## src/sv/assert_macros.svh

```systemverilog
// ----------------------------------------------------------------------------
// assert_macros.svh
// Concurrent assertion helpers used by the RTL controller.
// ----------------------------------------------------------------------------
`ifndef ASSERT_MACROS_SVH
`define ASSERT_MACROS_SVH

// Clocked check, ignored while rst is high
`define ASSERT_CLK(label, prop, msg) \
  label: assert property (@(posedge clk) disable iff (rst) (prop)) else $error(msg);

// Clocked check that also holds around reset
`define ASSERT_NORST(label, prop, msg) \
  label: assert property (@(posedge clk) (prop)) else $error(msg);

`endif

```

## src/sv/pcxrle_pkg.sv

```systemverilog
// ----------------------------------------------------------------------------
// pcxrle_pkg
// Types, codes and constants of the 1bpp PCX run-length body decoder.
// ----------------------------------------------------------------------------
package pcxrle_pkg;

  // Coding constants
  localparam logic [7:0] RUN_MARK     = 8'hC0;
  localparam logic [5:0] COUNT_MASK   = 6'h3F;
  localparam logic [3:0] PIX_PER_BYTE = 4'd8;

  // Default size limits
  localparam int DEF_MAX_WIDTH  = 4096;
  localparam int DEF_MAX_HEIGHT = 4096;

  // Configuration register indexes
  localparam logic [2:0] REG_IMAGE_WIDTH    = 3'd0;
  localparam logic [2:0] REG_IMAGE_HEIGHT   = 3'd1;
  localparam logic [2:0] REG_BYTES_PER_LINE = 3'd2;
  localparam logic [2:0] REG_X_OFFSET       = 3'd3;
  localparam logic [2:0] REG_Y_OFFSET       = 3'd4;

  localparam int CFG_INDEX_W = 3;
  localparam int CFG_DATA_W  = 13;

  // Register reset values
  localparam logic [12:0] RST_IMAGE_WIDTH    = 13'd640;
  localparam logic [12:0] RST_IMAGE_HEIGHT   = 13'd480;
  localparam logic [10:0] RST_BYTES_PER_LINE = 11'd80;

  typedef struct packed {
    logic [7:0] coded_byte;
    logic       frame_start;
  } in_item_t;

  typedef struct packed {
    logic [12:0] screen_x;
    logic [12:0] screen_y;
    logic [7:0]  pixel_bits;
    logic [3:0]  valid_pixels;
    logic        last_of_run;
    logic        image_done;
  } out_item_t;

  // Controller to datapath
  typedef struct packed {
    logic accept;  // input request taken this cycle
    logic step;    // one repetition is processed this cycle
  } dp_cmd_t;

  // Datapath to controller
  typedef struct packed {
    logic starts_run;  // offered byte yields at least one repetition
    logic halt;        // current row is at or past the image height
    logic last;        // current repetition is the final result
  } dp_status_t;

endpackage

```

## src/sv/pcxrle_dp.sv

```systemverilog
// ----------------------------------------------------------------------------
// pcxrle_dp
// Datapath: configuration registers, run and position state, result register.
// ----------------------------------------------------------------------------
module pcxrle_dp
  import pcxrle_pkg::*;
#(
  parameter int MAX_WIDTH  = DEF_MAX_WIDTH,
  parameter int MAX_HEIGHT = DEF_MAX_HEIGHT
) (
  input  logic                   clk,
  input  logic                   rst,
  input  logic                   cfg_write,
  input  logic [CFG_INDEX_W-1:0] cfg_index,
  input  logic [CFG_DATA_W-1:0]  cfg_data,
  input  in_item_t               in_data,
  input  dp_cmd_t                cmd,
  output dp_status_t             status,
  output out_item_t              out_data
);

  logic [12:0] image_width;
  logic [12:0] image_height;
  logic [10:0] bytes_per_line;
  logic [11:0] x_offset;
  logic [11:0] y_offset;

  logic        awaiting_value;
  logic [5:0]  pending_count;
  logic [12:0] column;
  logic [12:0] row;
  logic [10:0] bytes_in_line;
  logic        finished;

  logic [7:0]  pixel_byte;
  logic [5:0]  remaining;

  logic [12:0] width_eff;
  logic [12:0] height_eff;
  logic        fin_eff;
  logic        await_eff;
  logic        is_header;
  logic [12:0] span;
  logic [3:0]  valid_pix;
  logic [11:0] bytes_inc;
  logic        row_adv;
  logic [12:0] row_inc;
  logic        hits_end;

  // Saturate width and height to the supported limits
  assign width_eff  = (32'(image_width) > MAX_WIDTH) ? 13'(MAX_WIDTH) : image_width;
  assign height_eff = (32'(image_height) > MAX_HEIGHT) ? 13'(MAX_HEIGHT) : image_height;

  // Decode the offered byte against state as seen after a frame start
  assign fin_eff   = in_data.frame_start ? 1'b0 : finished;
  assign await_eff = in_data.frame_start ? 1'b0 : awaiting_value;
  assign is_header = (in_data.coded_byte & RUN_MARK) == RUN_MARK;

  assign status.starts_run = !fin_eff &&
                             (await_eff ? (pending_count != 6'd0) : !is_header);

  // Work out one repetition
  assign span      = width_eff - column;
  assign valid_pix = (column >= width_eff) ? 4'd0 :
                     (span > 13'(PIX_PER_BYTE)) ? PIX_PER_BYTE : span[3:0];
  assign bytes_inc = {1'b0, bytes_in_line} + 12'd1;
  assign row_adv   = bytes_inc >= {1'b0, bytes_per_line};
  assign row_inc   = row + 13'd1;
  assign hits_end  = row_adv && (row_inc >= height_eff);

  assign status.halt = row >= height_eff;
  assign status.last = (remaining == 6'd1) || hits_end;

  // Configuration writes
  always_ff @(posedge clk) begin
    if (rst) begin
      image_width    <= RST_IMAGE_WIDTH;
      image_height   <= RST_IMAGE_HEIGHT;
      bytes_per_line <= RST_BYTES_PER_LINE;
      x_offset       <= '0;
      y_offset       <= '0;
    end else if (cfg_write) begin
      unique case (cfg_index)
        REG_IMAGE_WIDTH:    image_width    <= cfg_data;
        REG_IMAGE_HEIGHT:   image_height   <= cfg_data;
        REG_BYTES_PER_LINE: bytes_per_line <= cfg_data[10:0];
        REG_X_OFFSET:       x_offset       <= cfg_data[11:0];
        REG_Y_OFFSET:       y_offset       <= cfg_data[11:0];
        default: ;
      endcase
    end
  end

  // Run and position state
  always_ff @(posedge clk) begin
    if (rst) begin
      awaiting_value <= 1'b0;
      pending_count  <= '0;
      column         <= '0;
      row            <= '0;
      bytes_in_line  <= '0;
      finished       <= 1'b0;
    end else if (cmd.accept) begin
      // Clear the frame first, then decode the byte
      if (in_data.frame_start) begin
        column        <= '0;
        row           <= '0;
        bytes_in_line <= '0;
        finished      <= 1'b0;
      end
      if (fin_eff) begin
        awaiting_value <= 1'b0;
        pending_count  <= '0;
      end else if (await_eff) begin
        awaiting_value <= 1'b0;
        pending_count  <= '0;
      end else if (is_header) begin
        awaiting_value <= 1'b1;
        pending_count  <= in_data.coded_byte[5:0] & COUNT_MASK;
      end else begin
        awaiting_value <= 1'b0;
        pending_count  <= '0;
      end
    end else if (cmd.step) begin
      priority if (status.halt) begin
        finished <= 1'b1;
      end else if (row_adv) begin
        column        <= '0;
        bytes_in_line <= '0;
        row           <= row_inc;
        finished      <= hits_end;
      end else begin
        column        <= column + 13'(valid_pix);
        bytes_in_line <= bytes_inc[10:0];
      end
    end
  end

  // Latch the pixel byte and repetition count; count down per result
  always_ff @(posedge clk) begin
    if (cmd.accept) begin
      pixel_byte <= in_data.coded_byte;
      remaining  <= await_eff ? pending_count : 6'd1;
    end else if (cmd.step) begin
      remaining <= remaining - 6'd1;
    end
  end

  // Load the result register
  always_ff @(posedge clk) begin
    if (cmd.step && !status.halt) begin
      out_data.screen_x     <= column + {1'b0, x_offset};
      out_data.screen_y     <= row + {1'b0, y_offset};
      out_data.pixel_bits   <= pixel_byte;
      out_data.valid_pixels <= valid_pix;
      out_data.last_of_run  <= status.last;
      out_data.image_done   <= hits_end;
    end
  end

endmodule

```

## src/sv/pcxrle_ctrl.sv

```systemverilog
// ----------------------------------------------------------------------------
// pcxrle_ctrl
// Controller: takes input requests, steps runs, owns the result valid flag.
// ----------------------------------------------------------------------------
`include "assert_macros.svh"

module pcxrle_ctrl
  import pcxrle_pkg::*;
(
  input  logic       clk,
  input  logic       rst,
  input  logic       in_valid,
  output logic       in_stall,
  output logic       out_valid,
  input  logic       out_stall,
  input  dp_status_t status,
  output dp_cmd_t    cmd
);

  localparam logic S_IDLE = 1'b0;
  localparam logic S_RUN  = 1'b1;

  logic state;
  logic state_next;
  logic slot_free;

  // Accept only between runs; step when the result register can take a value
  assign in_stall   = state != S_IDLE;
  assign slot_free  = !out_valid || !out_stall;
  assign cmd.accept = in_valid && !in_stall;
  assign cmd.step   = (state == S_RUN) && slot_free;

  // Next state
  always_comb begin
    state_next = state;
    unique case (state)
      S_IDLE: begin
        if (cmd.accept && status.starts_run) state_next = S_RUN;
      end
      S_RUN: begin
        if (cmd.step && (status.halt || status.last)) state_next = S_IDLE;
      end
      default: state_next = S_IDLE;
    endcase
  end

  always_ff @(posedge clk) begin
    if (rst) begin
      state <= S_IDLE;
    end else begin
      state <= state_next;
    end
  end

  // Hold the result until the downstream side takes it
  always_ff @(posedge clk) begin
    if (rst) begin
      out_valid <= 1'b0;
    end else if (cmd.step && !status.halt) begin
      out_valid <= 1'b1;
    end else if (out_valid && !out_stall) begin
      out_valid <= 1'b0;
    end
  end

  `ASSERT_NORST(a_reset_empty, rst |=> !out_valid && state == S_IDLE, "reset left work pending")
  `ASSERT_CLK(a_emit_in_run, $rose(out_valid) |-> $past(state) == S_RUN, "result outside a run")
  `ASSERT_CLK(a_last_ends, cmd.step && !status.halt && status.last |=> state == S_IDLE,
              "run went on past its last result")
  `ASSERT_CLK(a_halt_silent, cmd.step && status.halt && out_valid && out_stall |=> out_valid,
              "halted run disturbed a held result")

endmodule

```

## src/sv/pcx_rle_decode_1bpp.sv

```systemverilog
// ----------------------------------------------------------------------------
// pcx_rle_decode_1bpp
// Timing: an accepted byte is latched into the pixel and repeat registers,
// then each repetition loads the result register. Bytes are taken only between
// runs; one result per cycle from the repeat loop while out_stall is low.
// Reset: synchronous; registers return to 640x480, 80 bytes/line, no offset.
// ----------------------------------------------------------------------------
module pcx_rle_decode_1bpp
  import pcxrle_pkg::*;
#(
  parameter int MAX_WIDTH  = DEF_MAX_WIDTH,
  parameter int MAX_HEIGHT = DEF_MAX_HEIGHT
) (
  input  logic                   clk,
  input  logic                   rst,
  input  logic                   cfg_write,
  input  logic [CFG_INDEX_W-1:0] cfg_index,
  input  logic [CFG_DATA_W-1:0]  cfg_data,
  input  logic                   in_valid,
  output logic                   in_stall,
  input  in_item_t               in_data,
  output logic                   out_valid,
  input  logic                   out_stall,
  output out_item_t              out_data
);

  dp_cmd_t    cmd;
  dp_status_t status;

  // Sequence requests and repetitions
  pcxrle_ctrl u_ctrl (
    .clk       (clk),
    .rst       (rst),
    .in_valid  (in_valid),
    .in_stall  (in_stall),
    .out_valid (out_valid),
    .out_stall (out_stall),
    .status    (status),
    .cmd       (cmd)
  );

  // Decode bytes and track screen position
  pcxrle_dp #(
    .MAX_WIDTH  (MAX_WIDTH),
    .MAX_HEIGHT (MAX_HEIGHT)
  ) u_dp (
    .clk       (clk),
    .rst       (rst),
    .cfg_write (cfg_write),
    .cfg_index (cfg_index),
    .cfg_data  (cfg_data),
    .in_data   (in_data),
    .cmd       (cmd),
    .status    (status),
    .out_data  (out_data)
  );

endmodule
```

## config.mk

```make
export PLATFORM = sky130hd
export DESIGN_NAME = pcx_rle_decode_1bpp
export DESIGN_NICKNAME = d
export VERILOG_FILES = /design/src/sv/pcxrle_pkg.sv /design/src/sv/pcxrle_dp.sv /design/src/sv/pcxrle_ctrl.sv /design/src/sv/pcx_rle_decode_1bpp.sv
export VERILOG_INCLUDE_DIRS = /design/src /design/src/sv
export SDC_FILE = /design/constraint.sdc
export NUM_CORES = 1
export LEC_CHECK = 0
export ABC_AREA = 1
export BUFFER_PORTS_ARGS = -buffer_cell sky130_fd_sc_hd__buf_2
export CAP_MARGIN = 20
export CORE_MARGIN = 2
export CORE_UTILIZATION = 60
export DETAILED_ROUTE_END_ITERATION = 12
export GPL_ROUTABILITY_DRIVEN = 0
export HOLD_SLACK_MARGIN = 0.05
export PLACE_DENSITY = 0.82
export SYNTH_ARGS = -nofsm -noshare
export SYNTH_HDL_FRONTEND = slang
export SYNTH_SLANG_ARGS = --single-unit
```

## constraint.sdc

```tcl
create_clock -name clk -period 4.7 [get_ports clk]
set_input_delay 0.47 -clock clk [delete_from_list [all_inputs] [get_ports clk]]
set_output_delay 0.47 -clock clk [all_outputs]
set_load 0.02 [all_outputs]
```

== Yosys cells after proc, flatten, opt, wreduce, memory -nomap -nowiden ==
Index checks and enable logic that the tools add are counted.

* Word-level logic and storage cells: 114
* Bits in registers: 162
* Input bits: 30

* Order comparisons: 7
* Eq/ne operators: 8
* Bitwise gates (word level): 1
* Reduce and logical (&&, ||, !) cells: 31
* Multiplexer cells: 39
* $add $sub $neg: 7

{| class="wikitable"
|+ Operator list
! cell !! count
|-
| $mux W13 || 11
|-
| $mux W11 || 5
|-
| $ge A13 B13 Y1 || 3
|-
| $mux W6 || 6
|-
| $add A13 B12 Y13 || 2
|-
| $gt A13 B13 Y1 const B || 2
|-
| $mux W1 || 14
|-
| $add A13 B1 Y13 const B || 1
|-
| $add A13 B4 Y13 || 1
|-
| $gt A13 B4 Y1 const B || 1
|-
| $sub A13 B13 Y13 || 1
|-
| $add A11 B1 Y12 const B || 1
|-
| $ge A12 B11 Y1 || 1
|-
| $reduce_and A2 Y1 || 6
|-
| $logic_and A1 B1 Y1 || 8
|-
| $mux W4 || 2
|-
| $eq A3 B2 Y1 const B || 2
|-
| $eq A6 B1 Y1 const B || 1
|-
| $logic_not A1 Y1 || 6
|-
| $reduce_bool A2 Y1 || 3
|-
| $reduce_bool A6 Y1 || 1
|-
| $sub A6 B1 Y6 const B || 1
|-
| $ne A2 B2 Y1 const B || 2
|-
| $reduce_and A4 Y1 || 1
|-
| other kinds (9) || 11
|}

== Longest topological paths before layout ==
Gate-level depths: netlist of run 1.

* Depth in word-level cells: 11
* Depth in mapped cells: 30
* Gate-level depth less buffers: 30

== Hierarchy ==
Synthesis of run 1 repeated with hierarchy kept, for this count alone.

* Cells, all modules: 1315
* Area total of the unflattened synthesis: 9841.9 sq um

{| class="wikitable"
|+ Modules (own cells, without submodules)
! module !! sequential area each (sq um) !! cells an instance !! times used !! area an instance (sq um)
|-
| pcxrle_dp || 3743.6 || 1297 || 1 || 9734.3
|-
| pcxrle_ctrl || 40.0 || 18 || 1 || 107.6
|}

== Least setup slack after synthesis of run 1 ==
OpenSTA, ideal clock, no wires.

* Kind: register -> register
* Start: reg u_dp.image_width[0]
* End: reg u_dp.column[10]
* Setup slack: 0.911 ns
* Library setup time: 0.128 ns
* Required time: 4.572 ns
* Cell stages (with the launch flop): 27
* Arrival time: 3.662 ns
* Period minus slack after synthesis: 3.789 ns
* Cells stage by stage: dfxtp_1 nor4_1 nand3_1 nand2_1 inv_1 clkbuf_1 nor2_1 ha_1 a21oi_1 o21ai_0 nand2_1 nand3_1 nand2_1 a21oi_1 o21ai_0 nor2_1 ha_1 fa_1 nand3_1 nand3_1 nand2_1 nor2_1 nand2_1 xor2_1 o21ai_0 o21ai_0 nor2_1

* Word-level cells in the longest chain between the ends: 11

{| class="wikitable"
|+ Ends and longest elaborated chain
! what !! line !! source
|-
| start: declaration || pcxrle_dp.sv:22 || <nowiki>logic [12:0] image_width;</nowiki>
|-
| start signal: assignment || pcxrle_dp.sv:84 || <nowiki>REG_IMAGE_WIDTH: image_width <= cfg_data;</nowiki>
|-
| $gt A13 B13 Y1 || pcxrle_dp.sv:51 || <nowiki>assign width_eff = (32'(image_width) > MAX_WIDTH) ? 13'(MAX_WIDTH) : image_width;</nowiki>
|-
| $mux W13 (*) || pcxrle_dp.sv:51 ||
|-
| $sub A13 B13 Y13 || pcxrle_dp.sv:63 || <nowiki>assign span = width_eff - column;</nowiki>
|-
| $gt A13 B4 Y1 || pcxrle_dp.sv:65 || <nowiki>(span > 13'(PIX_PER_BYTE)) ? PIX_PER_BYTE : span[3:0];</nowiki>
|-
| $mux W4 || pcxrle_dp.sv:65 ||
|-
| $mux W4 (*) || pcxrle_dp.sv:64 || <nowiki>assign valid_pix = (column >= width_eff) ? 4'd0 :</nowiki>
|-
| net u_dp.valid_pix[0] || pcxrle_dp.sv:44 || <nowiki>logic [3:0] valid_pix;</nowiki>
|-
| $add A13 B4 Y13 (*) || pcxrle_dp.sv:133 || <nowiki>column <= column + 13'(valid_pix);</nowiki>
|-
| $mux W13 (*) || pcxrle_dp.sv:127 || <nowiki>end else if (row_adv) begin</nowiki>
|-
| $mux W13 (*) || pcxrle_dp.sv:125 || <nowiki>priority if (status.halt) begin</nowiki>
|-
| $mux W13 (*) || pcxrle_dp.sv:124 || <nowiki>end else if (cmd.step) begin</nowiki>
|-
| $mux W13 (*) || pcxrle_dp.sv:103 || <nowiki>end else if (cmd.accept) begin</nowiki>
|-
| end signal: assignment || pcxrle_dp.sv:133 ||
|-
| end: declaration || pcxrle_dp.sv:30 || <nowiki>logic [12:0] column;</nowiki>
|}

The timed path passes the listed nets; every way through them passes the cells marked *. The select of a mux whose other input is x is not followed.
A chain may end at the register's enable or synchronous reset.

== Worst setup path in the final report of run 1 ==
* Start: reg u_dp.image_width[8]
* End: reg u_dp.column[10]

The elaborated chain is that of the path after synthesis.

==> flow_metrics.py, run 1 <==
metrics = {
    "final_layout": {
        "antenna-diode-count": 0,
        "syn2layout_area_growth_pct": 10.72,
        "final_area_um2": 10700,
        "final_cell_mix": "232 x nand2_1, 180 x inv_1, 146 x nor2_1, 108 x dfxtp_1, 89 x a21oi_1",
        "layout_commonest_cell": "nand2_1",
        "drive_above_1_share_pct": 9.776,
        "fillers": 1294,
        "ff_latch_area_um2": 3784,
        "post-route-util_pct": 67.63,
        "multiInputGateArea_um2": 5036,
        "nNetsFinal": 1443,
    },
    "grt": {
        "antenna_found_initial": 0,
        "grt_first_pass_wirelength_mm": 37.83,
        "grt_pass1_vias": 7909,
        "grt_overflow_total": 0,
        "globalRouteTotalUtil_pct": 28.54,
        "grt_max_degree": 79,
    },
    "worst_setup_path": {
        "critPathMaxFanout": 11,
        "cp_slowest_cell": "nor4_1",
        "r2r_slack_ps": 470,
        "worstSetupPathType": "reg -> reg",
        "cp-startpoint": "u_dp.image_width[8]",
        "slowest_delay_ps": 340,
        "r2r_start": "u_dp.image_width[8]",
        "endpoint_kind": "register",
        "crit_top_cell": "nand2_1",
        "cp_num_buf_inv": 2,
        "worstPathRequired_ps": 5080,
        "startpoint_type": "register",
        "worst_r2r_path_depth": 28,
        "reg2reg_to": "u_dp.column[10]",
        "critPathTopFamily": "simple AND/OR/NAND/NOR gates",
        "arrival_ps": 4620,
    },
    "sta": {
        "fin_crit_sh_pct": 90.03,
        "fmax_mhz": 236.3,
        "setup_tns_ps": 0,
        "hold_violations": 0,
        "fin_crit_ps": 4232,
        "fin_worst_skew_ps": 11.36,
        "slew_violations": 0,
        "worstMarginPinSlew_ps": 782.6,
        "relSlewSlack_pct": 47.68,
        "rsz0062_at_grt": "no",
        "finalSetupViolations": 0,
    },
    "clock_network": {
        "ctsHoldBuffers": 0,
        "clockBufferDepth": 2,
        "h-tree-depth": 4,
        "cts_inserted_buffers": 17,
        "clk_latency_ps": 440,
        "clkTransAtPathRegs_ps": 70,
        "cts_tree": "built",
        "clockRootBuffer": "clkbuf_16",
        "cts_setup_buffers": 0,
        "cts_resized": 0,
        "cts_sinks": 162,
    },
    "synthesis": {
        "ys_types": 38,
        "syn_avg_cell_area_um2": 7.643,
        "ys_seq_area_share_pct": 39.14,
        "synth_seq_cells": 162,
        "synth_nets": 1381,
        "netlist_instances": 1265,
        "yosysWarnings": 0,
        "netlist_area_um2": 9668,
    },
    "die": {
        "die_y_um": 130.9,
        "fp-row-count": 46,
        "start_util_pct": 61.08,
        "die_w_um": 130.9,
        "core_area_um2": 15830,
        "ios": 72,
        "die_area_um2": 17150,
    },
    "placed_design": {
        "portBuffers": 71,
        "dpl_cell_area_um2": 10150,
        "hpwl_mm": 17.14,
    },
    "power": {
        "power_leakage_nw": 4.973,
        "p_total_mw": 4.153,
        "powerDensity_nw_per_um2": 388.0,
        "ir_drop_v": 0.0003079,
    },
    "min_path": {
        "hp-class": "in -> reg",
        "worstHoldStart": "in_data[6]",
        "hold_end": "u_dp.pixel_byte[5]",
        "worstHoldPathCells": 1,
    },
    "routing": {
        "wl_mm": 23.48,
        "drc_errors": 0,
        "drt-pass1-iter-count": 6,
        "drt_iter0_drc": 831,
        "post_drt_wl_per_cell_um": 15.09,
        "viasPerCell": 5.575,
        "num_vias": 8675,
        "ant_nets": 0,
    },
    "run": {
        "cap_violations": 0,
    },
    "run_status": {
        "status": "finished, final reports clean",
    },
}
report_power, final:
part           leakage [nW]  switching, mW  internal, mW
registers              1.39         0.0956          1.62
clock network         0.264          0.574         0.689
logic                  3.31          0.787         0.387
cell usage after synthesis:
library cell / n / area [um^2]
nand3_2: 4 / 40.04
a21oi_1: 90 / 450.4
xor2_1: 37 / 324.1
xnor2_1: 12 / 105.1
nand2_2: 2 / 12.51
clkinv_2: 1 / 5.000
nor2_2: 7 / 43.79
o21bai_1: 3 / 22.52
nand3b_1: 4 / 30.03
o21ai_0: 87 / 435.4
o211ai_1: 5 / 37.54
nor2_1: 147 / 551.8
buf_2: 1 / 5.000
clkbuf_1: 23 / 86.33
nand2_4: 2 / 22.52
a31oi_1: 4 / 25.02
o21ai_1: 9 / 45.04
nand4_1: 24 / 150.1
a21oi_2: 3 / 26.28
nor3_1: 15 / 75.07
inv_1: 182 / 683.2
nor3_2: 1 / 10.01
ha_1: 82 / 1026
a21o_1: 1 / 7.510
clkinv_1: 1 / 3.750
buf_4: 2 / 15.01
or2_4: 1 / 8.760
buf_6: 5 / 56.30
nand2_1: 232 / 870.8
nor2_4: 1 / 11.26
o22ai_1: 9 / 56.30
dfxtp_1: 108 / 2162
nand3_1: 87 / 435.4
nor4_1: 9 / 56.30
nand2_8: 2 / 40.04
fa_1: 4 / 80.08
edfxtp_1: 54 / 1622
a21boi_0: 4 / 30.03
metrics by stage:
stage / cells / hold slack, ps / setup slack (ps)
floorplan: 1265 / 400.3 / 910.7
global placement: 1523 / 401.5 / 605.5
detailed placement: 1523 / 407.1 / 444.4
CTS: 1555 / 220.1 / 380.3
global route: 1556 / 221.1 / 25.85
finish: 1556 / 227.6 / 468.5
area by class of cell:
| type | instances | area share [%] |
|---|---|---|
| clock buffers | 20 | 4.173 |
| multi-input cells | 888 | 47.05 |
| clock inverters | 12 | 0.7949 |
| well taps | 216 | 2.525 |
| flip-flops and latches | 162 | 35.35 |
| inverters | 184 | 6.464 |
| repair buffers | 74 | 3.647 |
metal layers:
metal	GRT usage, %	vias up	part of all wire [%]	routed length, um
met5	0	-	0	0
met4	13.58	0	3.6	838
met3	4.316	65	6.8	1588
met2	46.78	320	46	10860
met1	37.11	3974	43	10200
li1	-	4316	-	-
cell families after synthesis:
kind of cell             Yosys count  share of synthesized area (%)
AO/OA/AOI/OAI                    215                          11.75
flip-flops                       162                          39.14
buffers and inverters            215                          8.839
adder cells (fa/ha/maj)           86                          11.44
AND/OR/NAND/NOR                  538                          24.39
XOR/XNOR                          49                          4.439
sequential cells by signal, indices dropped and copies added, names as in the netlist:
register,cells
u_dp.out_data,40
u_dp.column,13
u_dp.image_height,13
u_dp.image_width,13
u_dp.row,13
u_dp.x_offset,12
u_dp.y_offset,12
u_dp.bytes_in_line,11
u_dp.bytes_per_line,11
u_dp.pixel_byte,8
u_dp.pending_count,6
u_dp.remaining,6
u_ctrl.in_stall,1
u_ctrl.out_valid,1
u_dp.awaiting_value,1
u_dp.finished,1
worst max-delay path by stage:
stage	to	slack, ps	cells after the start
floorplan	u_dp.column[10]	910	26
global placement	u_dp.column[10]	610	28
detailed placement	u_dp.column[10]	440	25
CTS	u_dp.column[10]	380	28
global route	u_dp.column[10]	30	28
finish	u_dp.column[10]	470	28
(Power assumes the default switching activity.)
==> run 2: changes to the inputs <==
- BUFFER_PORTS_ARGS: -buffer_cell sky130_fd_sc_hd__buf_2 -> default
- DONT_BUFFER_PORTS: default -> 1
- PLACE_DENSITY: 0.82 -> 0.78
==> run 2 against run 1 <==
  * Register-to-register slack worse by 20 ps
  * Power up 1.3%
  * Routed wire length shrank 3.6%
  * Final area decreased by 2.5%
  * Final cell count is 4.6% lower
  * First-iteration DRC count shrank 22%
  * Critical path depth decreased by 3
  * Sequential power rose by 4%
  * Via count fell by 5.2%
  * Count of clock-buffer cells in the layout decreased by 3
  * Sequential cell count unchanged
  * Largest cell class unchanged
  * Largest power group unchanged
==> flow_metrics.py, run 2 (same netlist as run 1, synthesis figures left out) <==
metrics = {
    "run_status": {
        "status": "finished, final reports clean",
    },
    "grt": {
        "grt_first_pass_wirelength_mm": 36.25,
        "grtUsageMet1_pct": 34.57,
        "grt_use_met3_pct": 5.375,
        "grt_max_degree": 79,
        "grt_pass1_vias": 7485,
        "top_usage_layer": "met2",
        "globalRouteTotalUtil_pct": 27.15,
        "gr-usage-met2_pct": 45.53,
        "grt_overflow_total": 0,
        "antenna_found_initial": 0,
    },
    "power": {
        "power_leakage_nw": 4.715,
        "power_frac_clock_pct": 32.9,
        "p_seq_share_pct": 42.5,
        "intPower_mw": 2.728,
        "swShare_pct": 35.17,
        "p_switching_mw": 1.480,
        "powerDensity_nw_per_um2": 403.4,
        "p_total_mw": 4.208,
        "pwr-share-comb_pct": 24.6,
        "ir_drop_v": 0.0002663,
    },
    "sta": {
        "fin_worst_skew_ps": 8.287,
        "finalSetupViolations": 0,
        "rsz0062_at_grt": "no",
        "relSlewSlack_pct": 45.93,
        "slew_violations": 0,
        "fin_crit_sh_pct": 90.49,
        "hold_violations": 0,
        "setup_tns_ps": 0,
        "fmax_mhz": 235.1,
        "fin_crit_ps": 4253,
        "worstMarginPinSlew_ps": 808.7,
        "setup_ws_ps": 447.0,
    },
    "routing": {
        "ant_nets": 0,
        "post_drt_wl_per_cell_um": 15.24,
        "num_vias": 8227,
        "drt-pass1-iter-count": 8,
        "viasPerCell": 5.540,
        "wl_mm": 22.64,
        "drc_errors": 0,
        "drt_iter0_drc": 649,
    },
    "placed_design": {
        "dp_worst_setup_slack_ps": 487.1,
        "hpwl_mm": 16.89,
        "portBuffers": 0,
    },
    "clock_network": {
        "clk_latency_ps": 440,
        "h-tree-depth": 4,
        "clkTransAtPathRegs_ps": 70,
        "clockRootBuffer": "clkbuf_16",
        "cts_tree": "built",
        "clockBufferDepth": 2,
        "cts_resized": 0,
        "cts_setup_buffers": 0,
        "ctsHoldBuffers": 0,
        "cts_sinks": 162,
        "cts_inserted_buffers": 17,
    },
    "final_layout": {
        "fillers": 1365,
        "nNetsFinal": 1372,
        "layout_commonest_cell": "nand2_1",
        "largest_reg_flops": 40,
        "final_cell_mix": "232 x nand2_1, 181 x inv_1, 144 x nor2_1, 108 x dfxtp_1, 88 x a21oi_1",
        "antenna-diode-count": 0,
        "top_register": "u_dp.out_data",
        "drive_above_1_share_pct": 5.201,
        "syn2layout_area_growth_pct": 7.895,
    },
    "worst_setup_path": {
        "endpoint_kind": "register",
        "startpoint_type": "register",
        "r2r_slack_ps": 450,
        "arrival_ps": 4580,
        "worstPathRequired_ps": 5030,
        "cp-startpoint": "u_dp.image_width[4]",
        "critPathMaxFanout": 11,
        "r2r_start": "u_dp.image_width[4]",
        "worstSetupPathType": "reg -> reg",
    },
    "die": {
        "die_w_um": 130.9,
        "die_y_um": 130.9,
        "ios": 72,
        "die_area_um2": 17150,
        "core_area_um2": 15830,
        "start_util_pct": 61.08,
        "fp-row-count": 46,
    },
    "run": {
        "cap_violations": 0,
    },
    "min_path": {
        "hp-class": "in -> reg",
        "worstHoldStart": "rst",
    },
}
==> run 2: power groups by stage <==
| stage | combinational (mW) | clock (mW) | sequential (mW) |
|---|---|---|---|
| final | 1.03 | 1.39 | 1.79 |
| after global routing | 1.18 | 1.45 | 1.81 |
| after CTS | 1.02 | 1.39 | 1.79 |
| after detailed placement | 1.00 | 0 | 1.82 |
| after global placement | 0.984 | 0 | 1.81 |
| after floorplan | 0.822 | 0 | 1.79 |
==> run 2: per-layer routing <==
layer / part of all wire [%] / vias up
li1: - / 4162
met3: 5.1 / 46
met1: 44 / 3769
met2: 48 / 250
met4: 2.6 / 0
met5: 0 / -
==> run 2: cell type report <==
cell class / instances / area, um^2 / share of cell area [%]
clock buffer: 17 / 425.4 / 4.078
timing repair buffer: 3 / 45.04 / 0.4318
multi-input combinational: 888 / 5049 / 48.40
inverter: 184 / 691.9 / 6.633
tap: 216 / 270.3 / 2.591
clock inverter: 15 / 166.4 / 1.595
sequential: 162 / 3784 / 36.27
==> run 2: worst paths after layout <==
check | endpoint | cells after the start
worst min-delay path | u_dp.pending_count[3] | 1
worst min register to register | u_dp.out_data[9] | 0
worst max-delay path | u_dp.column[10] | 25
worst max register to register | u_dp.column[10] | 25
==> run 2: critical path, cell delays in order (launching register included) <==
cell and delay (ps):
dfxtp_1 310, nor4_1 290, nand3_1 100, nand2_1 90, inv_1 140, nor2_1 150, ha_1 280, a21oi_1 230
o21ai_0 180, nand2_1 120, nand3_1 90, nand2_1 70, a21oi_1 50, o21ai_0 340, nor2_1 120, ha_1 250
fa_1 420, nand3_1 90, nand3_1 120, nand2_1 160, nor2_2 70, nand2_1 80, xor2_1 130, o21ai_0 90
o21ai_0 90, nor2_1 50
==> run 2: stage by stage <==
stage                     hold slack, ps  util (%)  instance area, um^2  std cells
after floorplan                    400.3         -                 9668       1265
after global placement             400.6     61.89                 9796       1451
after detailed placement           407.9     61.89                 9796       1451
after CTS                          88.17     65.63                10390       1483
after global routing               83.87     65.91                10430       1485
final                              95.83     65.91                10430       1485
